==> config.mk <==
export PLATFORM = sky130hd
export DESIGN_NAME = tvf_queue
export DESIGN_NICKNAME = d
export VERILOG_FILES = /design/src/hw/rtl/tvf_queue.sv
export SDC_FILE = /design/constraint.sdc
export NUM_CORES = 1
export LEC_CHECK = 0
export BUFFER_PORTS_ARGS = -buffer_cell sky130_fd_sc_hd__buf_2
export CORE_UTILIZATION = 50
export CTS_CLUSTER_DIAMETER = 100
export DETAILED_ROUTE_END_ITERATION = 16
export PLACE_DENSITY = 0.74
export SYNTH_ARGS = -nofsm -noshare
export SYNTH_HDL_FRONTEND = slang
export SYNTH_SLANG_ARGS = --single-unit
==> constraint.sdc <==
create_clock -name clk -period 1.8 [get_ports clk]
set_input_delay 0.09 -clock clk [delete_from_list [all_inputs] [get_ports clk]]
set_output_delay 0.09 -clock clk [all_outputs]
set_load 0.02 [all_outputs]
==> src/hw/rtl/tvf_queue.sv <==
// Short FIFO between front and back.
module tvf_queue #(
	parameter int W = 32
) (
	input  logic         clk,
	input  logic         arst_n,
	input  logic         push,
	input  logic [W-1:0] din,
	output logic         not_full,
	input  logic         pop,
	output logic [W-1:0] dout,
	output logic         not_empty
);

	localparam int DEPTH = 4;
	localparam int PW    = $clog2(DEPTH);

	logic [W-1:0]  mem [DEPTH];
	logic [PW-1:0] wp_q, rp_q;
	logic [PW:0]   cnt_q;

	assign not_full  = cnt_q != (PW+1)'(DEPTH);
	assign not_empty = cnt_q != '0;
	assign dout      = mem[rp_q];

	always_ff @(posedge clk or negedge arst_n) begin
		if (!arst_n) begin
			wp_q  <= '0;
			rp_q  <= '0;
			cnt_q <= '0;
		end else begin
			if (push)
				wp_q <= wp_q + 1'b1;
			if (pop)
				rp_q <= rp_q + 1'b1;
			cnt_q <= cnt_q + (PW+1)'(push) - (PW+1)'(pop);
		end
	end

	always_ff @(posedge clk) begin
		if (push)
			mem[wp_q] <= din;
	end

	a_no_overflow: assert property (@(posedge clk) disable iff (!arst_n)
		push |-> (not_full || pop))
		else $error("queue overflow");
	a_no_underflow: assert property (@(posedge clk) disable iff (!arst_n)
		pop |-> not_empty)
		else $error("queue underflow");
	a_count: assert property (@(posedge clk) disable iff (!arst_n)
		(push && !pop && not_full) |=> not_empty)
		else $error("queue count lost a transfer");

endmodule

Yosys cells after proc, flatten, opt, wreduce, memory -nomap -nowiden
Memories as Yosys holds them, arrays and structs flattened.
Index checks and enable logic that the tools add are counted.
{ "totals": {"ram_bits": 128, "mem_bits_ro": 0, "latchBits": 0, "reg_bits": 7, "in_bits": 36, "wordCells": 12, "n_memories": 1} }
{ "classes": {"mul": 0, "n_lt_le_gt_ge": 0, "addsub": 4, "n_eq_ne": 1, "n_div": 0, "shifts": 0, "n_bitwise": 0, "n_reduce_logical": 1, "n_mux": 2} }
{ "memory_table": {"columns": ["name", "depth", "width", "read_ports", "rd_ports_with_merged_regs", "wr", "line", "source"], "rows": [
  ["mem", 4, 32, 1, 0, 1, "18", "logic [W-1:0] mem [DEPTH];"]
]} }
{ "op_table": {"columns": ["cell", "count"], "rows": [
  ["adder 2 x 1 -> 2 bit (second input constant)", 2],
  ["adder 3 x 1 -> 3 bit", 1],
  ["!= test 3 bit (second input constant)", 1],
  ["nonzero test 3 bit", 1],
  ["subtractor 3 x 1 -> 3 bit", 1],
  ["2-to-1 mux 1 bit", 2]
]} }

Logic depth before layout (Yosys ltp)
Gate-level depths: netlist of run 1.
{ "depth": {"word_depth": 2, "mapped_depth": 8} }

Worst setup path after synthesis of run 1
OpenSTA, ideal clock, no wires.
{ "synth_path": {"path_kind": "register to register", "from": "register wp_q[0]", "to": "memory mem[2][0] (enable)", "setup_ns": 0.392, "arrival_ns": 1.410, "path_stages_with_launch": 4, "slack_ns": -0.002, "period_less_slack_ns": 1.802, "n_path_buf": 0, "cell_sequence": "dfrtp_1 inv_1 ha_1 and2_1"} }
{ "synth_lines": {"columns": ["element", "line", "source"], "rows": [
  ["from (decl)", "19", "logic [PW-1:0] wp_q, rp_q;"],
  ["from (signal assigned)", "33", "wp_q <= wp_q + 1'b1;"],
  ["to (decl)", "18", null]
]} }
No word-level cell before the write port.

Worst setup path in the final report of run 1
{ "layout_path": {"from": "register rp_q[0]", "to": "output port dout[18]"} }
{ "layout_between": {"elab_chain_cells": 1} }
{ "layout_rtl": {"columns": ["element", "line", "source"], "rows": [
  ["from (decl)", "19", null],
  ["from (signal assigned)", "35", "rp_q <= rp_q + 1'b1;"],
  ["memory read (4 x 32 bit)", null, null],
  ["to (decl)", "11", "output logic [W-1:0] dout,"]
]} }
Every way passes these cells.

==> metrics.cfg, run 1 <==
[pwr]
p_int_mw=8.514
p_leak_nw=2.483
power_mw=12.02
clkPwrFrac=0.278
p_comb_frac=0.360
p_per_area_nw_per_um2=1748
power_switching_mw=3.504
ir_drop_mv=1.235
swShare=0.2916
power_frac_seq=0.363

[yosys]
synth_cell_types=18
yosysSeqAreaShare=0.7947
yosysTopAreaCell=edfxtp_1
netlist_top_cells_area=edfxtp_1 (76%), mux4_2 (12%), dfrtp_1 (3.5%)
syn_inst=203
synth_fp_nets=246
netlist_area_um2=5057
ys_ff_latch=135
synth_top_area_share=0.7600
syn_avg_cell_area_um2=24.91
ys_warn_count=0

[layout]
multi_input_area_um2=915.9
nFillCells=606
layout-drive-gt1-share=0.4339
nets=378
syn_to_final_growth_pct=35.95
num_antenna_cells=0
register_area_um2=4021

[sta]
skew_ps=9.968
grt_setup_unrepaired=true
worst_pin_slew_ps=352.8
slew_viol_final=0
hold_viol=0
finalSetupViolations=32
maxSlewHeadroom=0.7641
fmax_mhz=516.6
layout_setup_ws_ps=-135.8
finalSetupTns_ps=-3494
fin_crit_sh=1.075
finalCriticalPeriod_ps=1936

[routing]
vias=2465
drt_first_pass_iters=5
ant_nets=0
viasPerCell=5.125
totalWireLength_um=9279
drc=0
wire_per_inst_um=19.29
drtIter0Drc=67

[setup_path]
worstSetupPathType=reg -> out
cp-end-kind=primary output
r2r_slack_ps=130
r2r-end=cnt_q[2]$_DFF_PN0_
critPathMaxFanout=6
crit_required_ps=1710
crit_arrival_ps=1850
start_kind=flop
reg2reg_from=cnt_q[0]$_DFF_PN0_
reg2reg_depth=8

[run]
cap_violations=0

[floorplanning]
start_util=0.5174
core_um2=9774
dieHeight_um=102.6
pin_count=70
fp-row-count=36
die-area_um2=10520
die_x_um=102.6

[clock_tree]
cts_htree_levels=4
cts.path.max_buffers=2
numCtsBuffers=17
clock-sinks=135
cts.clk_slew.worst_paths_ps=60
cts_tree=done
insertion_delay_ps=500
cts_root_buf=clkbuf_8

[min_path]
min_path_cells=2
min-delay-start=din[18]
min_path_type=in -> reg
min_to=mem[0][18]$_DFFE_PP_

[placement]
place.gp.congestion=0.6663
hpwl_um=4953
io_buffers=69
dp_slack_ps=133.2

[status]
violations=negative setup slack
run_status=finished, violations left

[global_route]
grt_first_pass_wirelength_um=13080
grt_util_all_layers=0.1801
grt_max_degree=27
grt_pass1_vias=2574
grt_antenna_before_repair=0
grt_remaining_overflow=0

==> area by class of cell <==
| class | instances | share of cell area |
|---|---|---|
| Sequential cell | 135 | 0.5849 |
| Clock inverter | 13 | 0.02257 |
| Multi-Input combinational cell | 54 | 0.1332 |
| Clock buffer | 19 | 0.06133 |
| Timing Repair Buffer | 121 | 0.1705 |
| Tap cell | 133 | 0.02420 |
| Inverter | 6 | 0.003276 |
==> per-stage QoR <==
step	hold WS (ps)	instances	util	instance area, um^2
after CTS	306.9	476	0.6720	6569
after floorplan	-205.6	203	-	5059
after global routing	322.1	481	0.7034	6875
after detailed placement	-61.72	408	0.5762	5632
after global placement	-68.28	408	0.5762	5632
final	333.2	481	0.7034	6875
==> flip-flops by register name, summed over array words and instances (netlist names) <==
register and cells:
rp_q 2, wp_q 2, mem 128, cnt_q 3
==> critical path, cell delays in order (launching register included) <==
cell and delay, ps:
dfrtp_2 370, buf_12 140, clkbuf_16 170, mux4_2 520, buf_6 150
==> worst max path at each step <==
stage | start | to | slack [ps] | depth (start not counted)
floorplan | wp_q[0]$_DFFE_PN0P_ | mem[0][0]$_DFFE_PP_ | 3 | 3
global placement | cnt_q[0]$_DFF_PN0_ | cnt_q[2]$_DFF_PN0_ | 190 | 8
detailed placement | cnt_q[0]$_DFF_PN0_ | cnt_q[2]$_DFF_PN0_ | 130 | 8
CTS | rp_q[0]$_DFFE_PN0P_ | dout[21] | -200 | 3
global route | rp_q[0]$_DFFE_PN0P_ | dout[18] | -210 | 4
finish | rp_q[0]$_DFFE_PN0P_ | dout[18] | -140 | 4
==> cells in the mapped netlist <==
library cell  number
and2_1             4
buf_12             3
buf_2              3
buf_6              1
clkbuf_1           1
dfrtp_1            7
edfxtp_1         128
fa_1               1
ha_1               6
inv_1              6
mux4_1             4
mux4_2            28
nand2_1            3
nor2_1             1
o21ai_0            1
or3_1              1
xnor2_1            3
xor2_1             2
==> metal layers <==
| layer | up-vias | routed length (um) | GRT usage |
|---|---|---|---|
| li1 | 1119 | - | - |
| met1 | 1266 | 3928 | 0.2161 |
| met2 | 69 | 4878 | 0.3021 |
| met3 | 11 | 380 | 0.04881 |
| met4 | 0 | 92 | 0.09121 |
| met5 | - | 0 | 0 |
==> power by group through the flow <==
stage	clock network, mW	registers (mW)	logic, mW
after floorplan	0	4.31	2.40
after global placement	0	4.37	3.26
after detailed placement	0	4.42	3.29
after CTS	3.40	4.36	3.37
after global routing	3.52	4.41	4.61
final	3.34	4.36	4.32
==> what timing repair did <==
action / 4_1_cts / 5_1_grt
hold buffers: 36 / 0
buffers inserted: 0 / 1
setup endpoints to repair: 32 / 32
cloned: 0 / 4
hold endpoints to repair: 140 / 0
gates resized for setup: 2 / 70
==> placed cells by master, fill, tap and decap left out, types with 4 or more instances in the layout <==
cell type and instances:
buf_12 8, dlygate4sd3_1 36, inv_1 6, buf_6 31, and2_2 4, buf_4 5
mux4_2 32, edfxtp_1 128, ha_1 6, buf_2 38, clkbuf_16 19, dfrtp_1 5
==> cells by family after synthesis <==
family,count (synthesis),synth area share
buffers and inverters,14,0.02226
xor gates and xnor gates,5,0.008661
muxes,32,0.1455
adders and majority gates,7,0.01880
and+or+nand+nor,9,0.009153
DFF,135,0.7947
AOI/OAI and AO/OA,1,0.0009887
Power figures use the tool's default switching activity.
==> run 2, diff against run 1 <==
Settings changed: RECOVER_POWER set to 50.
==> run 2 against run 1 <==
Net effect: cell area shrank 0.58%; critical path type unchanged; register-to-register slack is essentially flat; final cell count is the same; flip-flop and latch count is the same; first-iteration DRC count grew 3.0%; critical path depth is the same; highest routed layer unchanged; clock skew is essentially flat; the run still ends with negative setup slack left; sequential power is essentially flat; non-clock buffer count is the same; core utilization shrank 0.41 points.
==> metrics.cfg, run 2 (synthesis gave the netlist of run 1 again) <==
[layout]
fin_util=0.6993  ; -0.004096
stdcell_count=481  ; unchanged
syn_to_final_growth_pct=35.16
largest_reg_flops=128  ; unchanged
regMostFlops=mem
layout-drive-gt1-share=0.3420  ; -0.09195
num_antenna_cells=0  ; unchanged
postLayoutCellArea_um2=6835  ; -0.58%
top_regs=mem: 128 flops, cnt_q: 3 flops
layout.cells.most_common_list=edfxtp_1 (128), dlygate4sd3_1 (36), clkbuf_1 (34)
nFillCells=625  ; +3.1%
nets=378  ; unchanged
layout_commonest_cell=edfxtp_1

[sta]
finalSetupTns_ps=-3510  ; -16.58 ps
worst_pin_slew_ps=351.8  ; -0.9754 ps
grt_setup_unrepaired=true
layout_setup_ws_ps=-136.0  ; -0.1910 ps
maxSlewHeadroom=0.7647  ; about the same
finalSetupViolations=32  ; unchanged
slew_viol_final=0  ; unchanged
finalCriticalPeriod_ps=1936  ; +0.1910 ps
fin_crit_sh=1.076  ; about the same
skew_ps=9.593  ; -0.3750 ps
fmax_mhz=516.5  ; about the same
hold_viol=0  ; unchanged

[setup_path]
crit_required_ps=1710  ; about the same
cp-end-kind=primary output
critPathMaxFanout=6  ; unchanged
r2r-end=cnt_q[2]$_DFF_PN0_
crit_arrival_ps=1850  ; about the same
reg2reg_from=cnt_q[0]$_DFF_PN0_
worstSetupPathType=reg -> out
reg2reg_depth=8  ; unchanged
crit_path_end=dout[18]
r2r_slack_ps=130  ; about the same
start_kind=flop
critPathLaunch=rp_q[0]$_DFFE_PN0P_

[floorplanning]
die-area_um2=10520  ; unchanged
pin_count=70  ; unchanged
start_util=0.5174  ; unchanged
fp-row-count=36  ; unchanged
dieHeight_um=102.6  ; unchanged
core_um2=9774  ; unchanged
die_x_um=102.6  ; unchanged

[routing]
viasPerCell=5.114  ; -0.20%
ant_nets=0  ; unchanged
drt_first_pass_iters=4  ; -1
totalWireLength_um=9228  ; -0.55%
vias=2460  ; -0.20%
drtIter0Drc=69  ; +3.0%
wire_per_inst_um=19.19  ; -0.55%
drc=0  ; unchanged

[clock_tree]
cts_tree=done
cts_htree_levels=4  ; unchanged
cts.clk_slew.worst_paths_ps=60  ; about the same
numCtsBuffers=17  ; unchanged
insertion_delay_ps=500  ; about the same
cts.path.max_buffers=2  ; unchanged
clock-sinks=135  ; unchanged
cts_root_buf=clkbuf_8

[pwr]
p_leak_nw=2.395  ; -3.5%
ir_drop_mv=1.235  ; about the same
p_per_area_nw_per_um2=1756  ; +0.47%

[placement]
place.gp.congestion=0.6663  ; unchanged
placed_cells=408  ; unchanged
io_buffers=69  ; unchanged
place_area_um2=5632  ; unchanged
hpwl_um=4953  ; unchanged

[global_route]
grt_remaining_overflow=0  ; unchanged
grt_first_pass_wirelength_um=13080  ; unchanged
grt_util_all_layers=0.1801  ; unchanged
grt_pass1_vias=2574  ; unchanged
grt_antenna_before_repair=0  ; unchanged
grt_max_degree=27  ; unchanged

[status]
run_status=finished, violations left
violations=negative setup slack

[min_path]
min_path_type=in -> reg

[run]
cap_violations=0  ; unchanged

==> run 2: cell count changes in the layout (fill, tap and decap cells not counted), sizes merged <==
cell | before | now
buf | 82 | 50
clkbuf | 22 | 54
==> run 2: layout make-up <==
type | instances | area [um^2] | area share
Tap cell | 133 | 166.4 | 0.02435
Clock buffer | 19 | 421.7 | 0.06169
Clock inverter | 13 | 155.1 | 0.02270
Multi-Input combinational cell | 54 | 915.9 | 0.1340
Timing Repair Buffer | 121 | 1132 | 0.1657
Inverter | 6 | 22.52 | 0.003295
Sequential cell | 135 | 4021 | 0.5883
==> run 2: report_power, final <==
part           switching [mW]  internal, mW  leakage [nW]
clock network            1.23          2.10         0.281
logic                    2.04          2.27         0.858
registers               0.228          4.13          1.26
total                    3.50          8.50          2.40
==> run 2: worst min-delay path by stage <==
stage                        from                    to  cells past startpoint
after floorplan            arst_n    cnt_q[0]$_DFF_PN0_                      0
after global placement     arst_n    cnt_q[0]$_DFF_PN0_                      1
after detailed placement   arst_n    cnt_q[0]$_DFF_PN0_                      1
after CTS                 din[25]  mem[3][25]$_DFFE_PP_                      2
after global routing          pop   rp_q[0]$_DFFE_PN0P_                      3
final                         pop   rp_q[0]$_DFFE_PN0P_                      3
==> run 2: layer usage <==
layer / vias up / part of all wire / GRT usage / routed length, um
met4: 0 / 0.012 / 0.09121 / 112
met5: - / 0 / 0 / 0
met2: 66 / 0.53 / 0.3021 / 4878
li1: 1117 / - / - / -
met1: 1265 / 0.42 / 0.2161 / 3860
met3: 12 / 0.041 / 0.04881 / 376
==> run 2: worst max-delay path, stage by stage, from the launching register on <==
cell and delay [ps]:
dfrtp_2 370, buf_12 140, clkbuf_16 170, mux4_2 520
buf_6 150
==> run 2: repair_timing <==
action / in CTS / in global routing
resized for setup: 2 / 70
hold endpoints to repair: 140 / 0
hold buffers: 36 / 0
gates cloned: 0 / 4
endpoints found under the setup margin: 32 / 32
setup buffers: 0 / 1
==> run 2: stage by stage <==
| step | hold slack [ps] | total power, mW | setup slack [ps] |
|---|---|---|---|
| after detailed placement | -61.72 | 7.709 | 133.2 |
| after global routing | 351.8 | 12.52 | -205.2 |
| after floorplan | -205.6 | 6.714 | 3.458 |
| after global placement | -68.28 | 7.634 | 188.0 |
| final | 371.4 | 12.00 | -136.0 |
| after CTS | 306.9 | 11.13 | -199.0 |
